[src/design/part_classifier_queue_unit_defines.svh]
// Assertion helpers used by part_classifier_queue_unit.
`ifndef PART_CLASSIFIER_QUEUE_UNIT_DEFINES_SVH
`define PART_CLASSIFIER_QUEUE_UNIT_DEFINES_SVH

// Consequent checked in the same cycle as the antecedent.
`define PCQ_ASSERT_SAME(label, clk, rst_n, ante, cons, msg) \
    label: assert property (@(posedge clk) disable iff (!rst_n) (ante) |-> (cons)) \
        else $error(msg);

// Consequent checked in the cycle after the antecedent.
`define PCQ_ASSERT_NEXT(label, clk, rst_n, ante, cons, msg) \
    label: assert property (@(posedge clk) disable iff (!rst_n) (ante) |=> (cons)) \
        else $error(msg);

`endif

[src/design/pcq_pkg.sv]
package pcq_pkg;

    localparam int DEF_QUEUE_DEPTH = 1024;

    localparam int OP_W     = 2;
    localparam int SAMPLE_W = 10;
    localparam int THR_W    = 10;
    localparam int CLASS_W  = 3;
    localparam int STATUS_W = 2;
    localparam int WIDE_W   = 16;
    localparam int CFG_IDX_W = 3;
    localparam int NUM_CLASSES = 4;

    localparam logic [WIDE_W-1:0] WIDE_MAX = 16'hFFFF;

    // threshold reset values
    localparam logic [THR_W-1:0] RST_ALU_MAX   = 10'd200;
    localparam logic [THR_W-1:0] RST_STEEL_MIN = 10'd201;
    localparam logic [THR_W-1:0] RST_STEEL_MAX = 10'd799;
    localparam logic [THR_W-1:0] RST_WHITE_MIN = 10'd800;
    localparam logic [THR_W-1:0] RST_WHITE_MAX = 10'd969;
    localparam logic [THR_W-1:0] RST_BLACK_MIN = 10'd970;

    typedef enum logic [CLASS_W-1:0] {
        CLS_NONE     = 3'd0,
        CLS_BLACK    = 3'd1,
        CLS_ALUMINUM = 3'd2,
        CLS_WHITE    = 3'd3,
        CLS_STEEL    = 3'd4
    } pcq_class_t;

    typedef enum logic [STATUS_W-1:0] {
        ST_OK      = 2'd0,
        ST_HALTED  = 2'd1,
        ST_DROPPED = 2'd2
    } pcq_status_t;

    typedef enum logic [OP_W-1:0] {
        OP_WINDOW   = 2'd0,
        OP_SAMPLE   = 2'd1,
        OP_EXIT     = 2'd2,
        OP_RESERVED = 2'd3
    } pcq_op_t;

    typedef enum logic [CFG_IDX_W-1:0] {
        CFG_ALU_MAX   = 3'd0,
        CFG_STEEL_MIN = 3'd1,
        CFG_STEEL_MAX = 3'd2,
        CFG_WHITE_MIN = 3'd3,
        CFG_WHITE_MAX = 3'd4,
        CFG_BLACK_MIN = 3'd5
    } pcq_cfg_t;

    typedef enum logic {
        S_IDLE = 1'b0,
        S_EXEC = 1'b1
    } pcq_state_t;

    typedef struct packed {
        logic [THR_W-1:0] alu_max;
        logic [THR_W-1:0] steel_min;
        logic [THR_W-1:0] steel_max;
        logic [THR_W-1:0] white_min;
        logic [THR_W-1:0] white_max;
        logic [THR_W-1:0] black_min;
    } pcq_thresh_t;

endpackage

[src/design/part_classifier_queue_unit.sv]
// Channel   | Dir | Handshake                         | Signals
// ----------+-----+-----------------------------------+------------------------------------
// command   | in  | transfer when start && !busy      | operation, sample_value
// result    | out | done strobe, one cycle, no stall  | target_part .. fault_reading
// config    | in  | write when cfg_we, no wait        | cfg_index, cfg_data
//
// Per item: the transfer edge issues the queue read at the read pointer;
// the exec cycle (busy high) uses the registered read data, updates state and writes
// the queue; done follows, and the next transfer can land in that done cycle. The
// registered read of the queue memory is why each item needs an exec cycle.
// Reset: control and counters clear at once; queue data is only used below the fill level.
// Stalls: the result receiver cannot stall; busy is the only back pressure.
`include "part_classifier_queue_unit_defines.svh"

module part_classifier_queue_unit #(
    parameter int QUEUE_DEPTH = pcq_pkg::DEF_QUEUE_DEPTH,
    parameter int PTR_W       = $clog2(QUEUE_DEPTH),
    parameter int CNT_W       = $clog2(QUEUE_DEPTH + 1)
) (
    input  logic                          clk,
    input  logic                          rst_n,

    input  logic                          start,
    output logic                          busy,
    input  logic [pcq_pkg::OP_W-1:0]      operation,
    input  logic [pcq_pkg::SAMPLE_W-1:0]  sample_value,

    input  logic                          cfg_we,
    input  logic [pcq_pkg::CFG_IDX_W-1:0] cfg_index,
    input  logic [pcq_pkg::THR_W-1:0]     cfg_data,

    output logic                          done,
    output logic [pcq_pkg::CLASS_W-1:0]   target_part,
    output logic [pcq_pkg::CLASS_W-1:0]   classified_part,
    output logic [pcq_pkg::STATUS_W-1:0]  status,
    output logic [CNT_W-1:0]              queue_count,
    output logic [pcq_pkg::WIDE_W-1:0]    black_count,
    output logic [pcq_pkg::WIDE_W-1:0]    aluminum_count,
    output logic [pcq_pkg::WIDE_W-1:0]    white_count,
    output logic [pcq_pkg::WIDE_W-1:0]    steel_count,
    output logic [pcq_pkg::WIDE_W-1:0]    calibration_low,
    output logic [pcq_pkg::WIDE_W-1:0]    calibration_high,
    output logic [pcq_pkg::WIDE_W-1:0]    fault_reading
);
    import pcq_pkg::*;

    localparam logic [PTR_W-1:0] LAST_IDX   = PTR_W'(QUEUE_DEPTH - 1);
    localparam logic [CNT_W-1:0] FULL_LEVEL = CNT_W'(QUEUE_DEPTH);

    // ---------------------------------------------------------------- control
    pcq_state_t state_reg, state_next;
    logic       accept;
    logic       exec;

    // ---------------------------------------------------------------- config
    pcq_thresh_t thresh_reg;

    // ---------------------------------------------------------------- state
    pcq_op_t             op_reg;
    logic [SAMPLE_W-1:0] sample_reg;
    logic [PTR_W-1:0]    rd_ptr_reg;
    logic [PTR_W-1:0]    wr_ptr_reg;
    logic [CNT_W-1:0]    fill_reg;
    logic                window_reg;
    logic [WIDE_W-1:0]   run_min_reg;
    logic [WIDE_W-1:0]   lowest_reg;
    logic [THR_W-1:0]    highest_reg;
    logic [WIDE_W-1:0]   cnt_reg [NUM_CLASSES];
    logic                halted_reg;
    logic [THR_W-1:0]    bad_reg;

    // per-item result registers
    logic        done_reg;
    pcq_class_t  target_reg;
    pcq_class_t  enq_reg;
    pcq_status_t status_reg;

    // ---------------------------------------------------------------- datapath nets
    logic [THR_W-1:0]   new_min;
    pcq_class_t         cls;
    logic [CLASS_W-1:0] mem_rd_data;
    pcq_class_t         pop_cls;
    logic [1:0]         pop_idx;
    logic               active;
    logic               closed_sample;
    logic               halt_now;
    logic               push;
    logic               drop;
    logic               pop;
    logic               queue_full;
    pcq_class_t         res_target;
    pcq_class_t         res_enq;
    pcq_status_t        res_status;

    // ---------------------------------------------------------------- sequencer
    always_ff @(posedge clk or negedge rst_n)
    begin
        if (!rst_n)
        begin
            state_reg <= S_IDLE;
        end
        else
        begin
            state_reg <= state_next;
        end
    end

    always_comb
    begin
        state_next = state_reg;
        busy       = 1'b0;
        accept     = 1'b0;
        exec       = 1'b0;
        unique case (state_reg)
            S_IDLE:
            begin
                accept = start;
                if (start)
                begin
                    state_next = S_EXEC;
                end
            end
            S_EXEC:
            begin
                busy       = 1'b1;
                exec       = 1'b1;
                state_next = S_IDLE;
            end
            default:
            begin
                state_next = S_IDLE;
            end
        endcase
    end

    // ---------------------------------------------------------------- config writes
    always_ff @(posedge clk or negedge rst_n)
    begin
        if (!rst_n)
        begin
            thresh_reg.alu_max   <= RST_ALU_MAX;
            thresh_reg.steel_min <= RST_STEEL_MIN;
            thresh_reg.steel_max <= RST_STEEL_MAX;
            thresh_reg.white_min <= RST_WHITE_MIN;
            thresh_reg.white_max <= RST_WHITE_MAX;
            thresh_reg.black_min <= RST_BLACK_MIN;
        end
        else if (cfg_we)
        begin
            unique case (pcq_cfg_t'(cfg_index))
                CFG_ALU_MAX:   thresh_reg.alu_max   <= cfg_data;
                CFG_STEEL_MIN: thresh_reg.steel_min <= cfg_data;
                CFG_STEEL_MAX: thresh_reg.steel_max <= cfg_data;
                CFG_WHITE_MIN: thresh_reg.white_min <= cfg_data;
                CFG_WHITE_MAX: thresh_reg.white_max <= cfg_data;
                CFG_BLACK_MIN: thresh_reg.black_min <= cfg_data;
                default:       ;
            endcase
        end
    end

    // ---------------------------------------------------------------- command capture
    always_ff @(posedge clk)
    begin
        if (accept)
        begin
            op_reg     <= pcq_op_t'(operation);
            sample_reg <= sample_value;
        end
    end

    // ---------------------------------------------------------------- class queue
    // Read is issued on every transfer; the write lands at the end of the exec
    // cycle, and busy keeps the next read from being issued until after that write,
    // so a pop always sees the latest push without forwarding.
    pcq_queue_mem #(
        .DEPTH  (QUEUE_DEPTH),
        .ADDR_W (PTR_W)
    ) u_queue_mem (
        .clk     (clk),
        .wr_en   (push),
        .wr_addr (wr_ptr_reg),
        .wr_data (CLASS_W'(cls)),
        .rd_en   (accept),
        .rd_addr (rd_ptr_reg),
        .rd_data (mem_rd_data)
    );

    // new running minimum; a sample is at most 10 bits so the result fits
    assign new_min = ({{(WIDE_W-SAMPLE_W){1'b0}}, sample_reg} < run_min_reg)
                   ? sample_reg : run_min_reg[THR_W-1:0];

    pcq_classifier u_classifier (
        .thresh (thresh_reg),
        .value  (new_min),
        .cls    (cls)
    );

    always_comb
    begin
        case (mem_rd_data) inside
            CLS_BLACK, CLS_ALUMINUM, CLS_WHITE, CLS_STEEL:
            begin
                pop_cls = pcq_class_t'(mem_rd_data);
            end
            default:
            begin
                pop_cls = CLS_NONE;
            end
        endcase
    end

    assign pop_idx       = 2'(CLASS_W'(pop_cls) - CLASS_W'(1));
    assign queue_full    = (fill_reg >= FULL_LEVEL);
    assign active        = exec && !halted_reg;
    assign closed_sample = active && (op_reg == OP_SAMPLE) && !window_reg;
    assign halt_now      = closed_sample && (cls == CLS_NONE);
    assign push          = closed_sample && (cls != CLS_NONE) && !queue_full;
    assign drop          = closed_sample && (cls != CLS_NONE) && queue_full;
    assign pop           = active && (op_reg == OP_EXIT) && (fill_reg != '0);

    always_comb
    begin
        res_target = pop ? pop_cls : CLS_NONE;
        res_enq    = push ? cls : CLS_NONE;
        if (halted_reg || halt_now)
        begin
            res_status = ST_HALTED;
        end
        else if (drop)
        begin
            res_status = ST_DROPPED;
        end
        else
        begin
            res_status = ST_OK;
        end
    end

    // ---------------------------------------------------------------- state update
    always_ff @(posedge clk or negedge rst_n)
    begin
        if (!rst_n)
        begin
            rd_ptr_reg  <= '0;
            wr_ptr_reg  <= '0;
            fill_reg    <= '0;
            window_reg  <= 1'b0;
            run_min_reg <= '0;
            lowest_reg  <= WIDE_MAX;
            highest_reg <= '0;
            halted_reg  <= 1'b0;
            bad_reg     <= '0;
            for (int i = 0; i < NUM_CLASSES; i++)
            begin
                cnt_reg[i] <= '0;
            end
        end
        else if (active)
        begin
            case (op_reg)
                OP_WINDOW:
                begin
                    window_reg <= !window_reg;
                    if (!window_reg)
                    begin
                        run_min_reg <= WIDE_MAX;
                    end
                end
                OP_SAMPLE:
                begin
                    run_min_reg <= WIDE_W'(new_min);
                    if (!window_reg)
                    begin
                        if (WIDE_W'(new_min) < lowest_reg)
                        begin
                            lowest_reg <= WIDE_W'(new_min);
                        end
                        if (new_min > highest_reg)
                        begin
                            highest_reg <= new_min;
                        end
                        if (halt_now)
                        begin
                            halted_reg <= 1'b1;
                            bad_reg    <= new_min;
                        end
                        else if (push)
                        begin
                            wr_ptr_reg <= (wr_ptr_reg == LAST_IDX) ? '0 : wr_ptr_reg + 1'b1;
                            fill_reg   <= fill_reg + 1'b1;
                        end
                    end
                end
                OP_EXIT:
                begin
                    if (pop)
                    begin
                        if (pop_cls != CLS_NONE && cnt_reg[pop_idx] != WIDE_MAX)
                        begin
                            cnt_reg[pop_idx] <= cnt_reg[pop_idx] + 1'b1;
                        end
                        rd_ptr_reg <= (rd_ptr_reg == LAST_IDX) ? '0 : rd_ptr_reg + 1'b1;
                        fill_reg   <= fill_reg - 1'b1;
                    end
                end
                default: ;
            endcase
        end
    end

    // ---------------------------------------------------------------- result
    always_ff @(posedge clk or negedge rst_n)
    begin
        if (!rst_n)
        begin
            done_reg <= 1'b0;
        end
        else
        begin
            done_reg <= exec;
        end
    end

    always_ff @(posedge clk)
    begin
        if (exec)
        begin
            target_reg <= res_target;
            enq_reg    <= res_enq;
            status_reg <= res_status;
        end
    end

    // state outputs stay put through the done cycle: the next item can only
    // change them at the end of its own exec cycle
    assign done             = done_reg;
    assign target_part      = CLASS_W'(target_reg);
    assign classified_part  = CLASS_W'(enq_reg);
    assign status           = STATUS_W'(status_reg);
    assign queue_count      = fill_reg;
    assign black_count      = cnt_reg[0];
    assign aluminum_count   = cnt_reg[1];
    assign white_count      = cnt_reg[2];
    assign steel_count      = cnt_reg[3];
    assign calibration_low  = lowest_reg;
    assign calibration_high = WIDE_W'(highest_reg);
    assign fault_reading    = WIDE_W'(bad_reg);

    // ---------------------------------------------------------------- checks
    `PCQ_ASSERT_SAME(a_fill_bound, clk, rst_n, 1'b1, fill_reg <= FULL_LEVEL, "fill above depth")
    `PCQ_ASSERT_NEXT(a_done_after_exec, clk, rst_n, state_reg == S_EXEC, done_reg, "no done")
    `PCQ_ASSERT_NEXT(a_halt_freezes, clk, rst_n, halted_reg, halted_reg && $stable(fill_reg), "halt lost")
    `PCQ_ASSERT_SAME(a_bad_status_no_class, clk, rst_n, done_reg && status_reg != ST_OK, target_reg == CLS_NONE && enq_reg == CLS_NONE, "class on fault")

endmodule

[src/design/pcq_queue_mem.sv]
module pcq_queue_mem #(
    parameter int DEPTH  = pcq_pkg::DEF_QUEUE_DEPTH,
    parameter int ADDR_W = $clog2(DEPTH)
) (
    input  logic                        clk,
    input  logic                        wr_en,
    input  logic [ADDR_W-1:0]           wr_addr,
    input  logic [pcq_pkg::CLASS_W-1:0] wr_data,
    input  logic                        rd_en,
    input  logic [ADDR_W-1:0]           rd_addr,
    output logic [pcq_pkg::CLASS_W-1:0] rd_data
);
    import pcq_pkg::*;

    logic [CLASS_W-1:0] mem [DEPTH];

    always_ff @(posedge clk)
    begin
        if (wr_en)
        begin
            mem[wr_addr] <= wr_data;
        end
    end

    // registered read, enabled by rd_en
    always_ff @(posedge clk)
    begin
        if (rd_en)
        begin
            rd_data <= mem[rd_addr];
        end
    end

endmodule

[src/design/pcq_classifier.sv]
module pcq_classifier (
    input  pcq_pkg::pcq_thresh_t      thresh,
    input  logic [pcq_pkg::THR_W-1:0] value,
    output pcq_pkg::pcq_class_t       cls
);
    import pcq_pkg::*;

    // bands tested in priority order: black, white, steel, aluminum
    always_comb
    begin
        if (value >= thresh.black_min)
        begin
            cls = CLS_BLACK;
        end
        else if (value >= thresh.white_min && value <= thresh.white_max)
        begin
            cls = CLS_WHITE;
        end
        else if (value >= thresh.steel_min && value <= thresh.steel_max)
        begin
            cls = CLS_STEEL;
        end
        else if (value <= thresh.alu_max)
        begin
            cls = CLS_ALUMINUM;
        end
        else
        begin
            cls = CLS_NONE;
        end
    end

endmodule
[config.mk]
export PLATFORM = sky130hd
export DESIGN_NAME = part_classifier_queue_unit
export DESIGN_NICKNAME = d
export VERILOG_FILES = /design/src/design/pcq_pkg.sv /design/src/design/part_classifier_queue_unit.sv /design/src/design/pcq_queue_mem.sv /design/src/design/pcq_classifier.sv
export VERILOG_INCLUDE_DIRS = /design/src /design/src/design
export SDC_FILE = /design/constraint.sdc
export NUM_CORES = 2
export LEC_CHECK = 0
export ABC_CLOCK_PERIOD_IN_PS = 201300
export BUFFER_PORTS_ARGS = -buffer_cell sky130_fd_sc_hd__buf_4
export CORE_MARGIN = 10
export CORE_UTILIZATION = 40
export DETAILED_ROUTE_END_ITERATION = 6
export PLACE_DENSITY = 0.6
export SETUP_SLACK_MARGIN = 0.3
export SLEW_MARGIN = 30
export SYNTH_ARGS = -nofsm -noshare
export SYNTH_HDL_FRONTEND = slang
export SYNTH_SLANG_ARGS = --single-unit
[constraint.sdc]
create_clock -name clk -period 201.3 [get_ports clk]
set_input_delay 0 -clock clk [delete_from_list [all_inputs] [get_ports clk]]
set_output_delay 0 -clock clk [all_outputs]
set_load 0.01 [all_outputs]
* After elaboration in Yosys (flattened, before gate mapping) *
Memories as Yosys holds them, arrays and structs flattened. A register that Yosys moved wholly into a read port is not among the register bits.
Index checks and enable logic that the tools add are counted.

cells by class
  multiplexer cells = 28
  shift-type cells = 0
  multipliers = 0
  div/mod/pow operators = 0
  magnitude comparators = 12
  reduce and logical (&&, ||, !) cells = 41
  add/subtract/negate cells = 6
  equality and inequality tests = 19
  bitwise operators = 4

operator list
  cell                                                       number
  bitwise mux 64 bit                                         1
  2-to-1 mux 16 bit                                          4
  2-to-1 mux 11 bit                                          4
  binary-select mux 16 bit (select 2 bit)                    1
  demux 16 bit (select 2 bit)                                1
  < comparator 10 x 16 -> 1 bit                              2
  one-hot mux 16 bit (2 select lines)                        1
  greater-or-equal comparator 10 bit                         3
  less-or-equal comparator 10 bit                            3
  2-to-1 mux 10 bit                                          3
  one-hot mux 11 bit (2 select lines)                        1
  adder 10 x 1 -> 10 bit, second input constant              2
  == test 10 bit, second input constant                      2
  adder 16 x 1 -> 16 bit, second input constant              1
  inequality test 16 bit, second input constant              1
  AND reduction 4 bit                                        4
  AND reduction 2 bit                                        7
  logical AND 1 bit                                          13
  == test 3 x 2 -> 1 bit, second input constant              4
  2-to-1 mux 3 bit                                           4
  adder 11 x 1 -> 11 bit, second input constant              1
  greater-or-equal comparator 11 bit, second input constant  1
  nonzero test 11 bit                                        1
  subtractor 11 x 1 -> 11 bit, second input constant         1
  24 further kinds                                           44

storage, ports and cells
  memories kept = 1
  bits in latches = 0
  register bits = 231
  memory bits (writable) = 3072
  memory bits (read-only) = 0
  input bits = 29

memory list
  name             depth  bits a word  rd ports  clocked after memory_dff  write ports  RTL line             source
  u_queue_mem.mem  1024   3            1         1                         1            pcq_queue_mem.sv:15  logic [CLASS_W-1:0] mem [DEPTH];

* Depth between registers and ports, before layout *
  depth after elaboration = 14
  gate-level depth with buffers = 23
  gate-level depth less buffers = 19

* Hierarchy *
Synthesis repeated with hierarchy kept, for this count alone.

second synthesis, totals
  cell total of the unflattened synthesis = 7640
  area total of the unflattened synthesis = 135912.9 sq um

modules (own cells, without submodules)
  module                      area an instance (sq um)  times used  cells each  sequential area each (sq um)
  pcq_queue_mem               123732.4                  1           6544        92338.6
  part_classifier_queue_unit  10646.5                   1           895         5680.4
  pcq_classifier              1534.0                    1           201         0.0

* Worst setup path after synthesis *
No wires, ideal clock.

  path type = reg-to-reg
  start = reg sample_reg[5]
  end = mem u_queue_mem.mem[0][2], data pin
  buffers on the path = 1
  cell stages (with the launch flop) = 17
  data arrival time = 144871 ps
  period minus slack after synthesis = 164767 ps
  setup slack = 36533 ps
  setup time = 19895 ps
  cell sequence = edfxtp_1 -> ha_1 -> a21o_1 -> a21o_1 -> a21oi_1 -> o21ai_0 -> o31a_1 -> clkbuf_1 -> mux2_2 -> ha_1 -> a21o_1 -> a21o_1 -> a211oi_1 -> o211a_1 -> a31oi_1 -> o22ai_2 -> nor3_1

on the way
  cells in the longest elaborated chain, start to end = 7

ends and longest elaborated chain
  what                                                                                   RTL line                           source
  from (decl)                                                                            part_classifier_queue_unit.sv:60   logic [SAMPLE_W-1:0] sample_reg;
  from (signal assigned)                                                                 part_classifier_queue_unit.sv:168  sample_reg <= sample_value;
  < comparator 10 x 16 -> 1 bit *                                                        part_classifier_queue_unit.sv:190  assign new_min = ({{(WIDE_W-SAMPLE_W){1'b0}}, sample_reg} < run_min_reg)
  2-to-1 mux 10 bit *                                                                    part_classifier_queue_unit.sv:191  ? sample_reg : run_min_reg[THR_W-1:0];
  named net new_min[3]                                                                   part_classifier_queue_unit.sv:79   logic [THR_W-1:0] new_min;
  greater-or-equal comparator 10 bit or less-or-equal comparator 10 bit (tied branches)  pcq_classifier.sv:19               else if (value >= thresh.steel_min && value <= thresh.steel_max)
  logical AND 1 bit                                                                      pcq_classifier.sv:19
  2-to-1 mux 3 bit                                                                       pcq_classifier.sv:19
  2-to-1 mux 3 bit                                                                       pcq_classifier.sv:15               else if (value >= thresh.white_min && value <= thresh.white_max)
  2-to-1 mux 3 bit *                                                                     pcq_classifier.sv:11               if (value >= thresh.black_min)
  named net cls[2]                                                                       part_classifier_queue_unit.sv:80   pcq_class_t cls;
  to (decl)                                                                              pcq_queue_mem.sv:15

The timed path passes the listed nets; every way through them passes the cells marked *.

* Worst setup path in the final report *
  start = reg sample_reg[1]
  end = mem u_queue_mem.mem[909][1], data pin

on the way
  cells in the longest elaborated chain, start to end = 7

ends and longest elaborated chain
  what                                                     RTL line                                    source
  < comparator 10 x 16 -> 1 bit                            part_classifier_queue_unit.sv:190
  2-to-1 mux 10 bit *                                      part_classifier_queue_unit.sv:191
  less-or-equal comparator 10 bit (tied with other cells)  pcq_classifier.sv:23                        else if (value <= thresh.alu_max)
  2-to-1 mux 2 bit or logical AND 1 bit (tied branches)    pcq_classifier.sv:23, pcq_classifier.sv:19
  2-to-1 mux 3 bit                                         pcq_classifier.sv:19
  2-to-1 mux 3 bit                                         pcq_classifier.sv:15
  2-to-1 mux 3 bit *                                       pcq_classifier.sv:11
  named net cls[1]                                         part_classifier_queue_unit.sv:80

Marks and branches as above.

==> metrics.md <==
| Metric | Value |
|---|---|
| Synth async-reset ratio | `~6.1%` |
| Hold Crit Start | `start` |
| CTS max path bufs | `4` |
| XOR/XNOR share of the synthesized area | `less than 1%` |
| Mean area per synthesized cell | `17.9 µm²` |
| CTS Root Cell | `clkbuf_16` |
| P_leak | `48.1 nW` |
| Adder-Cell Fraction of Synth Area | `1.02%` |
| Pwr dens | `about 14 nW/µm²` |
| Die H | `601 µm` |
| Worst Max-Slew Pin Slew | `1.15 ns` |
| Sequential power share | `42.6%` |
| Synth Cell Area | `135000 µm²` |
| Post-Synth Simple-Gate Area | `approximately 5.4%` |
| Worst Skew | `about 0.054 ns` |
| Critical Path RT | `201.84 ns` |
| Synth-to-layout area growth | `13.5%` |
| EDFF count, synth | `3095` |
| Yosys warns | `0` |
| Area of the multi-input gates | `34600 µm²` |
| H-tree levels | `5` |
| Setup-failing EPs final | `0` |
| Placer Congestion | `~0.86` |
| Initial Util | `40.1%` |
| Worst Path Arrival | `around 8.0 ns` |
| PortBufs | `149` |
| TNS Setup | `0 ns` |
| Register area share after synthesis | `approximately 73%` |
| Routed wire per std cell | `31.0 µm` |
| Vias in the first global route | `74600` |
| Slew margin rel. | `a little under a quarter` |
| Die footprint | `361000 µm²` |
| Ys flop type | `edfxtp_1` |
| CTS sink cnt | `between 3000 and 4000` |
| Fmax | `about 130 MHz` |
| Max VDD drop | `0.0000172 V` |
| CP Max Fanout | `206` |
| CTS buffer count | `341` |
| Die width | `601 µm` |
| Sequential Area | `between 90000 and 100000 µm²` |
| Core area | `around 340000 µm²` |
| RSZ-0062 raised after global routing | `false` |
| Clk pwr share | `28.7%` |
| Min cycle time layout | `~7.4 ns` |
| Max reg flops | `slightly above 3000` |
| Synth top cells by count | `edfxtp_1, nor2_1, mux4_2` |
| DRC marker count from the first detailed-route iteration | `9416` |
| Hold Violations, Final | `0` |
| DP Worst Slack | `193.77 ns` |
| GR Util All Layers | `20.9%` |
| Switching portion of total power | `31.9%` |
| Fin. max-slew vios | `0` |
| Largest family of logic cells by synthesized area | `multiplexers` |
| # DRC | `5` |
| R2R Path Start | `sample_reg[1]$_DFFE_PP_` |
| Complex-gate fraction of the synthesized area | `~3.2%` |
| Pre-Repair DR Iteration Count | `7` |
| Hold depth | `3` |
| Worst Hold Class | `primary input to flop` |
| Critical setup path kind | `flop to flop` |
| Final #Nets | `7958` |
| Reg2Reg Depth | `20` |
| Antenna viol nets, final | `0` |
| Row count | `213` |
| Combinational share of power | `28.7%` |
| Synth top area share | `68.8%` |
| HPWL Detailed | `248000 µm` |
| Vias per cell | `5.87` |
| Critical Path End Type | `flop` |
| Yosys cell types | `82` |
| First-pass GRT wire length | `557000 µm` |
| Failing checks | `DRC` |
| Top-count cell post-synth | `edfxtp_1` |
| Worst Setup Start Kind | `flop` |
| IO Count | `162` |
| Total number of vias | `74100` |
| # resized after CTS | `0` |
| Filler cells | `28400` |
| Mapped Cells | `between 7000 and 8000` |
| Status | `complete, but fails checks` |
| Internal power | `1.49 mW` |
| Max Cap Viol | `0` |
| Final period utilization | `3.70%` |
| Initial antenna violation count | `29` |
| CTS tree | `built` |
| Mux cell area share after synthesis | `15.5%` |
| Sw power | `about 0.70 mW` |
| Clock Latency Late Sink | `0.91 ns` |
| Leading area contributor after synthesis | `edfxtp_1` |
| Synth Register Bits | `3296` |
| Layout cells sized above 1 | `between 20% and 30%` |
| CP startpoint | `sample_reg[1]$_DFFE_PP_` |
| GR Overflow Total | `0` |
| Routed Wire Length | `391000 µm` |
| Worst setup margin | `193.85 ns` |
| Clock transition at path regs | `0.06 ns` |
| Area contributors post-synth | `edfxtp_1, mux4_2, nor2_1` |
| Largest net degree at the start of global routing | `241` |
[critical path: stages, from the launching register on]
cell      delay (ns)
edfxtp_1        0.39
ha_1            0.30
a21o_1          0.16
a21o_1          0.17
a21oi_1         0.16
o21ai_0         0.10
o31a_1          0.43
mux2_2          0.39
inv_1           0.30
ha_1            0.30
nand2b_1        0.14
a21o_1          0.17
a21o_1          0.17
a211oi_1        0.26
o211a_1         0.24
nor2_1          0.06
a21oi_1         0.16
o22a_4          0.72
buf_4           0.66
buf_12          0.63
buf_4           0.79
[kinds of logic after synthesis]
logic type / Yosys count
buf+inv: 582
xor+xnor: 31
other cells: 1
simple gates: 1800
mux: 1099
flops: 3296
fa+ha+maj: 109
compound gates: 632
[metrics by stage]
stage / cells / total power [mW] / util (%) / instance area [µm²] / hold slack [ns]
after floorplan: 7561 / 1.71 / - / 135000 / -0.296
after global placement: 11900 / 1.56 / 41.9 / 141000 / 0.113
after detailed placement: 11900 / 1.57 / 42.1 / 142000 / 0.124
after CTS: 12600 / 2.19 / 45.5 / 153000 / 0.0401
after global routing: 12600 / 2.26 / 45.5 / 153000 / 0.0729
final: 12600 / 2.19 / 45.6 / 153000 / 0.0968
[worst paths after layout]
| path | slack (ns) | end |
|---|---|---|
| max reg2reg | 193.85 | u_queue_mem.mem[909][1]$_DFFE_PP_ |
| max | 193.85 | u_queue_mem.mem[909][1]$_DFFE_PP_ |
| min in group asynchronous | 0.44 | thresh_reg[1]$_DFFE_PN1P_ |
| min | 0.1 | state_reg$_DFF_PN0_ |
| min reg2reg | 0.50 | run_min_reg[14]$_DFFE_PN0P_ |
| max in group asynchronous | 199.16 | rd_ptr_reg[4]$_DFFE_PN0P_ |
[placed cells by master, fill, tap and decap left out, types with 26 or more instances in the layout]
cell / netlist / layout
clkinv_1: 0 / 63
nor2_1: 1129 / 1106
buf_4: 68 / 288
a22oi_1: 95 / 95
nor3_1: 43 / 32
nand2_1: 412 / 407
a221oi_1: 30 / 28
mux2i_1: 167 / 167
nand2b_1: 27 / 26
clkbuf_1: 233 / 67
dfrtp_1: 161 / 155
clkbuf_16: 0 / 349
dfstp_2: 40 / 40
a21o_1: 30 / 30
a21oi_1: 116 / 114
dlygate4sd3_1: 0 / 57
mux4_2: 773 / 773
a211oi_1: 29 / 26
ha_1: 108 / 108
nand3_1: 58 / 53
inv_1: 108 / 108
o221ai_1: 33 / 33
edfxtp_1: 3095 / 3095
o22ai_1: 49 / 49
mux2_2: 159 / 159
o21ai_0: 112 / 110
clkinv_2: 0 / 66
bufinv_16: 0 / 33
[cell type report]
type                       instances  share of cell area (%)
inverter                         109                   0.267
clock buffer                     418                    5.88
multi-input combinational       3683                    22.6
sequential                      3296                    63.9
timing repair buffer             389                    2.38
clock inverter                   195                    1.25
antenna                           14                  0.0228
tap                             4515                    3.68
[power by group through the flow]
| stage | Clock, mW | Combinational, mW | Sequential [mW] |
|---|---|---|---|
| detailed placement | 0 | 0.625 | 0.947 |
| CTS | 0.635 | 0.627 | 0.933 |
| global route | 0.663 | 0.666 | 0.933 |
| finish | 0.627 | 0.628 | 0.932 |
| global placement | 0 | 0.614 | 0.947 |
| floorplan | 0 | 0.380 | 1.33 |
[metal layers]
| layer | vias to the layer above | GRT usage (%) | share of wire (%) |
|---|---|---|---|
| met5 | - | 0 | 0.043 |
| met4 | 24 | 7.39 | 3.9 |
| met3 | 706 | 4.60 | 9.8 |
| met2 | 3941 | 32.6 | 46 |
| met1 | 39100 | 29.1 | 40 |
| li1 | 30300 | - | - |
[repair_timing]
item	in CTS	in global routing
setup buffers	0	0
endpoints found under the setup margin	0	0
endpoints found under the hold margin	223	0
hold buffers	58	0
No activity file was read; power rests on OpenSTA's default activity.
